$ cat config.mk
export PLATFORM = sky130hd
export DESIGN_NAME = chacha_fifo
export DESIGN_NICKNAME = d
export VERILOG_FILES = /design/src/sv/chacha20_stream_cipher_core_defines.svh /design/src/sv/chacha_pkg.sv /design/src/sv/chacha_fifo.sv
export SDC_FILE = /design/constraint.sdc
export NUM_CORES = 1
export LEC_CHECK = 0
export BUFFER_PORTS_ARGS = -buffer_cell sky130_fd_sc_hd__buf_4
export CAP_MARGIN = 20
export CORE_MARGIN = 2
export CORE_UTILIZATION = 35
export CTS_BUF_LIST = sky130_fd_sc_hd__clkbuf_8
export DETAILED_ROUTE_END_ITERATION = 7
export GPL_TIMING_DRIVEN = 0
export PLACE_DENSITY_LB_ADDON = 0.2
export SYNTH_ARGS = -nofsm -noshare
export SYNTH_HDL_FRONTEND = slang
export SYNTH_SLANG_ARGS = --single-unit
$ cat constraint.sdc
create_clock -name i_clk -period 4.1 [get_ports i_clk]
set_input_delay 0.205 -clock i_clk [delete_from_list [all_inputs] [get_ports i_clk]]
set_output_delay 0.205 -clock i_clk [all_outputs]
set_load 0.005 [all_outputs]
$ cat src/sv/chacha20_stream_cipher_core_defines.svh
// Assertion macros shared by the ChaCha20 stream cipher core.
`ifndef CHACHA20_STREAM_CIPHER_CORE_DEFINES_SVH
`define CHACHA20_STREAM_CIPHER_CORE_DEFINES_SVH

`ifndef SYNTHESIS
// Same-cycle implication: whenever ante holds, cons holds in that cycle.
`define CHACHA_ASSERT_IMPL(name, clk, rst_n, ante, cons) \
    name: assert property (@(posedge clk) disable iff (!rst_n) (ante) |-> (cons)) \
        else $error("chacha20 core: implication check failed");
// Next-cycle implication: whenever ante holds, cons holds in the next cycle.
`define CHACHA_ASSERT_NEXT(name, clk, rst_n, ante, cons) \
    name: assert property (@(posedge clk) disable iff (!rst_n) (ante) |=> (cons)) \
        else $error("chacha20 core: next-cycle check failed");
`else
`define CHACHA_ASSERT_IMPL(name, clk, rst_n, ante, cons)
`define CHACHA_ASSERT_NEXT(name, clk, rst_n, ante, cons)
`endif

`endif

$ cat src/sv/chacha_pkg.sv
// Types and constants shared by the ChaCha20 stream cipher modules.
package chacha_pkg;

    typedef logic [31:0]       t_word;
    typedef logic [15:0][31:0] t_block;
    typedef logic [7:0][31:0]  t_key;
    typedef logic [2:0][31:0]  t_nonce;

    localparam t_word SIGMA0 = 32'h6170_7865;
    localparam t_word SIGMA1 = 32'h3320_646e;
    localparam t_word SIGMA2 = 32'h7962_2d32;
    localparam t_word SIGMA3 = 32'h6b20_6574;

    localparam int BLOCK_BYTES = 64;
    localparam int POS_W       = 6;
    localparam int HALF_STEPS  = 40;
    localparam int STEP_W      = 6;

    localparam int CFG_IDX_W = 3;
    localparam logic [CFG_IDX_W-1:0] REG_KEY_01    = 3'd0;
    localparam logic [CFG_IDX_W-1:0] REG_KEY_23    = 3'd1;
    localparam logic [CFG_IDX_W-1:0] REG_KEY_45    = 3'd2;
    localparam logic [CFG_IDX_W-1:0] REG_KEY_67    = 3'd3;
    localparam logic [CFG_IDX_W-1:0] REG_NONCE_01  = 3'd4;
    localparam logic [CFG_IDX_W-1:0] REG_NONCE_2   = 3'd5;
    localparam logic [CFG_IDX_W-1:0] REG_START_CTR = 3'd6;

    // One classified byte as it travels from the front part to the back part.
    typedef struct packed {
        logic [7:0]       data;
        logic             last;
        logic [POS_W-1:0] pos;
        logic             first;
    } t_qentry;

    typedef struct packed {
        logic  valid;
        t_word ctr;
    } t_ks_req;

    typedef struct packed {
        logic busy;
        logic done;
    } t_ks_status;

    typedef struct packed {
        t_word a;
        t_word b;
        t_word c;
        t_word d;
    } t_quad;

endpackage

$ cat src/sv/chacha_fifo.sv
// Short queue of classified bytes between the front and back parts.
module chacha_fifo
    import chacha_pkg::*;
#(
    parameter int DEPTH = 4
) (
    input  logic    i_clk,
    input  logic    i_rst_n,
    input  logic    i_wr,
    input  t_qentry i_wr_data,
    output logic    o_full,
    input  logic    i_rd,
    output logic    o_rd_valid,
    output t_qentry o_rd_data
);

    localparam int PTR_W = $clog2(DEPTH);
    localparam int CNT_W = $clog2(DEPTH + 1);

    t_qentry            r_mem [DEPTH];
    logic [PTR_W-1:0]   r_wr_ptr;
    logic [PTR_W-1:0]   r_rd_ptr;
    logic [CNT_W-1:0]   r_count;

    assign o_full     = (r_count == CNT_W'(DEPTH));
    assign o_rd_valid = (r_count != '0);
    assign o_rd_data  = r_mem[r_rd_ptr];

    always_ff @(posedge i_clk) begin
        if (!i_rst_n) begin
            r_wr_ptr <= '0;
            r_rd_ptr <= '0;
            r_count  <= '0;
        end else begin
            if (i_wr) begin
                r_wr_ptr <= (r_wr_ptr == PTR_W'(DEPTH - 1)) ? '0 : r_wr_ptr + 1'b1;
            end
            if (i_rd) begin
                r_rd_ptr <= (r_rd_ptr == PTR_W'(DEPTH - 1)) ? '0 : r_rd_ptr + 1'b1;
            end
            if (i_wr && !i_rd) begin
                r_count <= r_count + 1'b1;
            end else if (!i_wr && i_rd) begin
                r_count <= r_count - 1'b1;
            end
        end
    end

    always_ff @(posedge i_clk) begin
        if (i_wr) begin
            r_mem[r_wr_ptr] <= i_wr_data;
        end
    end

endmodule

==> flow_summary.yaml <==
timing:
  finClkSkew_ps: 8.076
  rsz0062_at_grt: "false"
  slew_viol_final: 0
  worst_pin_slew_ps: 866.3
  period_needed_ps: 1862
  maxSlewHeadroom_pct: 42.25
  hold_viol: 0
  final.period_utilization_pct: 45.42
  fin_hold_ws_ps: 61.46
  max_clock_freq_ghz: 0.5370
  setup-violations-final: 0
  tns_ps: 0
drt:
  drc: 0
  antenna_left: 0
  first_pass_iters: 4
  drt-total-wl_microns: 4672
  drt-initial-drc-count: 46
  vias_per_cell: 4.695
  vias: 1324
  wl_per_cell_microns: 16.57
grt:
  grt_use_total_pct: 11.75
  antenna_found_initial: 0
  grt_pass1_vias: 1436
  grt_max_degree: 17
  grt-ovfl-total: 0
  grt_pass1_wl_microns: 7176
yosys:
  synth_cell_types: 22
  ys_seq_area_share_pct: 74.93
  synthCells: 128
  syn_area_per_cell_sq_um: 21.92
  synth_ff_type: "edfxtp_1"
  yosys_warnings: 0
  synthArstFlopShare_pct: 0
  yosysTopAreaCellShare_pct: 68.51
  synth_area_leaders: "edfxtp_1 69%, mux4_2 8.0%, dfxtp_1 6.4%, mux4_1 5.6%, ha_1 2.7%"
  synth_edf_count: 64
  synth_commonest_cells: "64 x edfxtp_1, 10 x mux4_2, 9 x dfxtp_1"
  mappedNetlistArea_sq_um: 2805
  synthesis.nets: 155
  yosysTopAreaCell: "edfxtp_1"
  synth_most_common_cell: "edfxtp_1"
  ys_ff_latch: 73
worst_setup_path:
  crit_top_cell: "buf_2"
  cp_cell_sequence: "buf_2 > buf_2 > mux4_2 > buf_4"
  cp-start-kind: "register"
  cp.arrival_ps: 1660
  crit_slowest_cell: "mux4_2"
  crit_required_ps: 3890
  crit_type: "reg -> out"
  worst_setup_path_end_kind: "primary output"
  slowest_delay_ps: 360
  crit_fanout: 10
clocking:
  cts_root_buffer: "clkbuf_8"
  post_cts_buffers: 0
  cts.repair.resized: 0
  ctsLongestPathBuffers: 2
  cts_sinks: 73
  clk_pin_slew_ps: 70
  cts_hold_buf: 0
  cts_tree: "built"
  clk_latency_ps: 340
  htreeDepth: 3
  cts_made_buffers: 9
status:
  status: "finished clean"
cells_and_area:
  n_antenna_cell: 0
  final_area_sq_um: 3387
  area_growth_pct: 20.74
  fill_cells: 662
  fin_util_pct: 43.83
  fin_nets: 203
  drive_gt1_share_pct: 35.56
floorplan:
  die_area_sq_um: 8747
  core_sq_um: 7727
  rows: 32
  num_io_pins: 38
  die_h_microns: 93.53
  die_w_microns: 93.53
  start_util_pct: 36.30
place:
  dpl_cell_area_sq_um: 3211
  io_buffers: 37
  dpl.hpwl_microns: 3113
  finalWeightedCongestion: 0.6491
hold_path:
  hp-class: "in -> reg"
pwr:
  ir_drop_uv: 268.3
  p_per_area_nw_per_um2: 456.0
  p_leak_nw: 1.213
flow_run:
  cap_violations: 0
[metal layers]
layer  vias to the layer above  part of all wire (%)  global-route usage [%]  wire length [microns]
li1                        611                     -                       -                      -
met1                       670                    39                   12.46                   1836
met2                        33                    53                   20.08                   2478
met3                        10                   5.5                   4.110                    256
met4                         0                   2.2                   6.985                    101
met5                         -                     0                       0                      0
[metrics by stage]
stage	power, mW	setup WS [ps]	cells
finish	1.544	2238	282
global route	1.608	2123	282
CTS	1.564	2183	282
detailed placement	1.053	2334	267
global placement	1.039	2435	267
floorplan	0.9651	2616	128
[where the power goes]
part / switching, mW / total (mW) / internal, mW
logic: 0.0731 / 0.168 / 0.0948
registers: 0.0149 / 0.863 / 0.848
clock network: 0.243 / 0.513 / 0.270
total: 0.331 / 1.54 / 1.21
[registers in the layout (all words and copies together) (netlist names), named ones only]
register	count
r_mem	64
r_rd_ptr	2
r_count	3
r_wr_ptr	2
[worst max-delay path: cells and delay by family (launching register included)]
| kind | cells | cell delay [ps] |
|---|---|---|
| flops | 1 | 310 |
| mux | 1 | 360 |
| buf+inv | 3 | 640 |
[path summary, 6_finish.rpt]
check                                   start            to  slack (ps)  cells past startpoint
worst max-delay path                 register  o_rd_data[0]        2240                      4
worst min-delay path            i_wr_data[13]  r_mem[3][13]          60                      1
worst max register to register    r_wr_ptr[0]  r_mem[3][14]        2420                      2
worst min register to register     r_count[2]    r_count[2]         540                      2
[cells in the final DEF (no fill, tap or decap), types with 2 or more instances in the layout]
master	synthesis	final
edfxtp_1	64	64
buf_4	0	37
mux4_2	10	10
dfxtp_1	9	9
clkbuf_8	0	9
inv_1	4	6
mux4_1	6	6
ha_1	6	6
and2_1	5	5
nor2b_1	5	5
mux2i_1	4	4
clkinv_2	0	3
buf_2	2	2
or3_1	2	2
[kinds of logic after synthesis]
kind of cell	share of synthesized area (%)
AOI/OAI and AO/OA	0.7137
xor gates and xnor gates	0.6246
adders and majority gates	3.390
buffers and inverters	2.007
DFF	74.93
muxes	15.08
and+or+nand+nor	3.256
[area by class of cell]
type | count | area [sq um] | area share (%)
Buffer | 4 | 41.29 | 1.219
Timing Repair Buffer | 37 | 277.8 | 8.201
Clock buffer | 9 | 123.9 | 3.657
Tap cell | 102 | 127.6 | 3.768
Clock inverter | 6 | 52.55 | 1.552
Inverter | 4 | 15.01 | 0.4433
Sequential cell | 73 | 2102 | 62.06
Multi-Input combinational cell | 47 | 646.9 | 19.10
Note: power is estimated with default switching activity, not from simulation.
