**src/sv/chacha20_stream_cipher_core_defines.svh**
```systemverilog
// Assertion macros shared by the ChaCha20 stream cipher core.
`ifndef CHACHA20_STREAM_CIPHER_CORE_DEFINES_SVH
`define CHACHA20_STREAM_CIPHER_CORE_DEFINES_SVH

`ifndef SYNTHESIS
// Same-cycle implication: whenever ante holds, cons holds in that cycle.
`define CHACHA_ASSERT_IMPL(name, clk, rst_n, ante, cons) \
    name: assert property (@(posedge clk) disable iff (!rst_n) (ante) |-> (cons)) \
        else $error("chacha20 core: implication check failed");
// Next-cycle implication: whenever ante holds, cons holds in the next cycle.
`define CHACHA_ASSERT_NEXT(name, clk, rst_n, ante, cons) \
    name: assert property (@(posedge clk) disable iff (!rst_n) (ante) |=> (cons)) \
        else $error("chacha20 core: next-cycle check failed");
`else
`define CHACHA_ASSERT_IMPL(name, clk, rst_n, ante, cons)
`define CHACHA_ASSERT_NEXT(name, clk, rst_n, ante, cons)
`endif

`endif

```
**src/sv/chacha_pkg.sv**
```systemverilog
// Types and constants shared by the ChaCha20 stream cipher modules.
package chacha_pkg;

    typedef logic [31:0]       t_word;
    typedef logic [15:0][31:0] t_block;
    typedef logic [7:0][31:0]  t_key;
    typedef logic [2:0][31:0]  t_nonce;

    localparam t_word SIGMA0 = 32'h6170_7865;
    localparam t_word SIGMA1 = 32'h3320_646e;
    localparam t_word SIGMA2 = 32'h7962_2d32;
    localparam t_word SIGMA3 = 32'h6b20_6574;

    localparam int BLOCK_BYTES = 64;
    localparam int POS_W       = 6;
    localparam int HALF_STEPS  = 40;
    localparam int STEP_W      = 6;

    localparam int CFG_IDX_W = 3;
    localparam logic [CFG_IDX_W-1:0] REG_KEY_01    = 3'd0;
    localparam logic [CFG_IDX_W-1:0] REG_KEY_23    = 3'd1;
    localparam logic [CFG_IDX_W-1:0] REG_KEY_45    = 3'd2;
    localparam logic [CFG_IDX_W-1:0] REG_KEY_67    = 3'd3;
    localparam logic [CFG_IDX_W-1:0] REG_NONCE_01  = 3'd4;
    localparam logic [CFG_IDX_W-1:0] REG_NONCE_2   = 3'd5;
    localparam logic [CFG_IDX_W-1:0] REG_START_CTR = 3'd6;

    // One classified byte as it travels from the front part to the back part.
    typedef struct packed {
        logic [7:0]       data;
        logic             last;
        logic [POS_W-1:0] pos;
        logic             first;
    } t_qentry;

    typedef struct packed {
        logic  valid;
        t_word ctr;
    } t_ks_req;

    typedef struct packed {
        logic busy;
        logic done;
    } t_ks_status;

    typedef struct packed {
        t_word a;
        t_word b;
        t_word c;
        t_word d;
    } t_quad;

endpackage

```
**src/sv/chacha_front.sv**
```systemverilog
// Input side: takes bytes and tags each with its block position and message start.
module chacha_front
    import chacha_pkg::*;
(
    input  logic       i_clk,
    input  logic       i_rst_n,
    input  logic       i_push,
    output logic       o_full,
    input  logic [7:0] i_data,
    input  logic       i_last,
    input  logic       i_q_full,
    output logic       o_wr,
    output t_qentry    o_wr_data
);

    logic [POS_W-1:0] r_pos;
    logic             r_msg_start;
    logic [POS_W-1:0] cur_pos;

    assign o_full  = i_q_full;
    assign o_wr    = i_push && !i_q_full;
    assign cur_pos = r_msg_start ? '0 : r_pos;

    always_comb begin
        o_wr_data.data  = i_data;
        o_wr_data.last  = i_last;
        o_wr_data.pos   = cur_pos;
        o_wr_data.first = r_msg_start;
    end

    always_ff @(posedge i_clk) begin
        if (!i_rst_n) begin
            r_pos       <= '0;
            r_msg_start <= 1'b1;
        end else if (o_wr) begin
            if (i_last) begin
                r_pos       <= '0;
                r_msg_start <= 1'b1;
            end else begin
                r_pos       <= cur_pos + 1'b1;
                r_msg_start <= 1'b0;
            end
        end
    end

endmodule

```
**config.mk**
```make
export PLATFORM = sky130hd
export DESIGN_NAME = chacha_front
export DESIGN_NICKNAME = d
export VERILOG_FILES = /design/src/sv/chacha20_stream_cipher_core_defines.svh /design/src/sv/chacha_pkg.sv /design/src/sv/chacha_front.sv
export SDC_FILE = /design/constraint.sdc
export NUM_CORES = 1
export LEC_CHECK = 0
export BUFFER_PORTS_ARGS = -buffer_cell sky130_fd_sc_hd__buf_4
export CAP_MARGIN = 25
export CORE_AREA = 2 2 39 41
export CTS_CLUSTER_DIAMETER = 100
export DETAILED_ROUTE_END_ITERATION = 8
export DIE_AREA = 0 0 41 43
export GPL_ROUTABILITY_DRIVEN = 0
export GPL_TIMING_DRIVEN = 1
export PLACE_DENSITY = 0.78
export SLEW_MARGIN = 40
export SYNTH_ARGS = -nofsm -noshare
export SYNTH_HDL_FRONTEND = slang
export SYNTH_SLANG_ARGS = --single-unit
```
**constraint.sdc**
```tcl
create_clock -name i_clk -period 1.5 [get_ports i_clk]
set_clock_uncertainty 0.1 [all_clocks]
set_input_delay 0.075 -clock i_clk [delete_from_list [all_inputs] [get_ports i_clk]]
set_output_delay 0.075 -clock i_clk [all_outputs]
set_load 0.03 [all_outputs]
```
==> impl_metrics.py <==
metrics = {
    "outcome": {
        "outcome": "completed",
    },
    "clocking": {
        "cts_buffers": 3,
        "postCtsSetupBuffers": 0,
        "clock_sinks": 7,
        "tritoncts": "yes",
        "insertion_delay_ps": 260,
        "cts_root_buf": "clkbuf_4",
        "clkTransAtPathRegs_ps": 50,
        "htreeDepth": 1,
        "clock_tree.buffer_depth": 2,
    },
    "floorplan": {
        "fp.coreArea_um2": 1380,
        "io_pins": 31,
        "start_util_pct": 36.0,
        "die_y_um": 43,
        "die_x_um": 41,
        "die_area_um2": 1760,
        "num_rows": 14,
    },
    "sta": {
        "maxSlewHeadroom_pct": 86.2,
        "timing.final.crit_share_pct": 91.4,
        "rsz0062_at_grt": "false",
        "period_needed_ps": 1370,
        "hold_viol_final": 0,
        "slew_viol_final": 0,
        "fin_tns_setup_ps": 0,
        "tightest_slew_ps": 205,
        "whs_ps": 27.2,
        "setup_viol": 0,
        "fmax_mhz": 729,
    },
    "drt": {
        "final_antenna_net_count": 0,
        "num_vias": 469,
        "initialDrtViolationCount": 10,
        "routedWlPerCell_um": 12.8,
        "wirelength_um": 1140,
        "via_per_inst": 5.27,
        "drc": 0,
        "first_pass_iters": 5,
    },
    "yosys": {
        "synth_fp_nets": 77,
        "yosys.area.top_type_share_pct": 28.1,
        "syn_avg_cell_area_um2": 7.90,
        "yosys_warnings": 0,
        "synth-edff-count": 0,
        "synthFlopType": "dfxtp_1",
        "synth_area_um2": 498,
        "yosys-top-cells-area": "dfxtp_1 (28%), buf_4 (17%), nor2b_1 (7.5%)",
        "syn_inst": 63,
        "yosysUniqueCellTypes": 26,
        "async_flop_share_pct": 0,
        "synth_top_area_cell": "dfxtp_1",
        "ys_ff_latch": 7,
        "seq_area_frac_synth_pct": 28.1,
    },
    "pwr": {
        "peakVddDrop_v": 0.000381,
        "power.total_uw": 437,
        "power_leakage_nw": 0.255,
        "powerDensity_nw_per_um2": 712,
    },
    "global_routing": {
        "grt_pass1_vias": 413,
        "antenna_found_initial": 0,
        "grt_max_degree": 11,
        "grt_pass1_wl_um": 1780,
        "grt_usage_pct": 15.6,
        "overflow": 0,
    },
    "final_layout": {
        "nets": 88,
        "antenna_cells": 0,
        "syn_to_final_growth_pct": 23.1,
        "layout-drive-gt1-share_pct": 34.2,
        "finalInstanceArea_um2": 613,
    },
    "critical_path": {
        "end_kind": "flip-flop",
        "crit_required_ps": 1550,
        "start_kind": "flip-flop",
        "worstSetupPathType": "reg2reg",
        "worst-r2r-cell-count": 5,
        "r2r_slack_ps": 130,
        "regToRegStartpoint": "r_pos[1]",
        "crit_fanout": 4,
        "r2r_end": "r_pos[2]",
        "crit_arrival_ps": 1420,
    },
    "flow_run": {
        "drv_cap": 0,
    },
    "placement": {
        "placed_cell_area_um2": 576,
        "io_buffers": 14,
        "dp_hpwl_um": 877,
    },
    "min_path": {
        "hold_start": "i_last",
        "hold_end": "r_pos[0]",
        "holdPathStages": 3,
        "hold_path.class": "in2reg",
    },
}
-- worst max-delay path by stage --
stage	startpoint	endpoint	slack, ps	cells past startpoint
final	r_pos[1]	r_pos[2]	130	5
after floorplan	r_msg_start	r_pos[2]	10	6
after global routing	r_pos[1]	r_pos[2]	40	5
after detailed placement	r_msg_start	r_pos[2]	80	5
after global placement	r_msg_start	r_pos[2]	120	5
after CTS	r_msg_start	r_pos[2]	70	5
-- placed cells by master, fill, tap and decap left out, types with 2 or more instances in the layout --
| master | count |
|---|---|
| buf_4 | 18 |
| nand2_1 | 6 |
| dfxtp_1 | 6 |
| nor2b_1 | 4 |
| inv_1 | 3 |
| nand3_1 | 3 |
| clkbuf_4 | 3 |
| nor2b_4 | 2 |
| mux2i_1 | 2 |
| o21ai_0 | 2 |
| a21oi_1 | 2 |
| nor2_1 | 2 |
| o211ai_1 | 2 |
| a31oi_1 | 2 |
-- cell usage after synthesis (all sizes together), types with 2 or more instances --
| cell | instances |
|---|---|
| o21ai | 2 |
| buf | 13 |
| inv | 3 |
| o211ai | 2 |
| nand2 | 6 |
| a31oi | 2 |
| dfxtp | 7 |
| a21oi | 2 |
| nor2b | 6 |
| mux2i | 2 |
| nor2 | 2 |
| nand3 | 4 |
-- power by group --
part           switching (mW)  internal (mW)  leakage (nW)
sequential            0.00529          0.190        0.0564
clock                  0.0716          0.102        0.0150
combinational          0.0383         0.0298         0.183
total                   0.115          0.321         0.255
-- cell families after synthesis --
kind of cell	Yosys count	share of synthesized area, %
xor+xnor	1	1.76
fa+ha+maj	1	2.51
flops	7	28.1
mux	2	4.02
compound gates	9	11.1
buf+inv	16	20.9
simple gates	27	31.7
-- state kept, by name, summed over array words and instances, names as in the netlist --
name / cells
r_pos: 6
r_msg_start: 1
-- layer usage --
layer,share of wire [%],track usage [%]
met1,39,17.4
met2,47,21.9
met3,11,4.71
met4,3.9,14.7
met5,0,0
-- worst max-delay path, cell delays in order (launching register included) --
cell,delay [ps]
dfxtp_1,340
nor2b_4,140
ha_1,250
and2b_1,180
a22oi_1,170
o21ai_0,90
-- timing repair --
action / CTS / global route
hold buffers: 1 / 0
setup endpoints to repair: 0 / 1
endpoints found under the hold margin: 3 / 0
resized for setup: 0 / 1
-- layout make-up --
cell class,instances,area [um^2]
Clock buffer,4,26.3
Fill cell,137,771
Inverter,3,11.3
Multi-Input combinational cell,40,269
Sequential cell,7,141
Tap cell,16,20.0
Timing Repair Buffer,19,145
-- through the flow --
| step | instances | utilization, % | worst slack [ps] |
|---|---|---|---|
| final | 89 | 44.3 | 128 |
| after global placement | 84 | 41.6 | 121 |
| after detailed placement | 84 | 41.6 | 75.7 |
| after global routing | 89 | 44.3 | 42.7 |
| after CTS | 89 | 44.2 | 68.3 |
| after floorplan | 63 | - | 13.6 |
No activity file was read; power rests on OpenSTA's default activity.
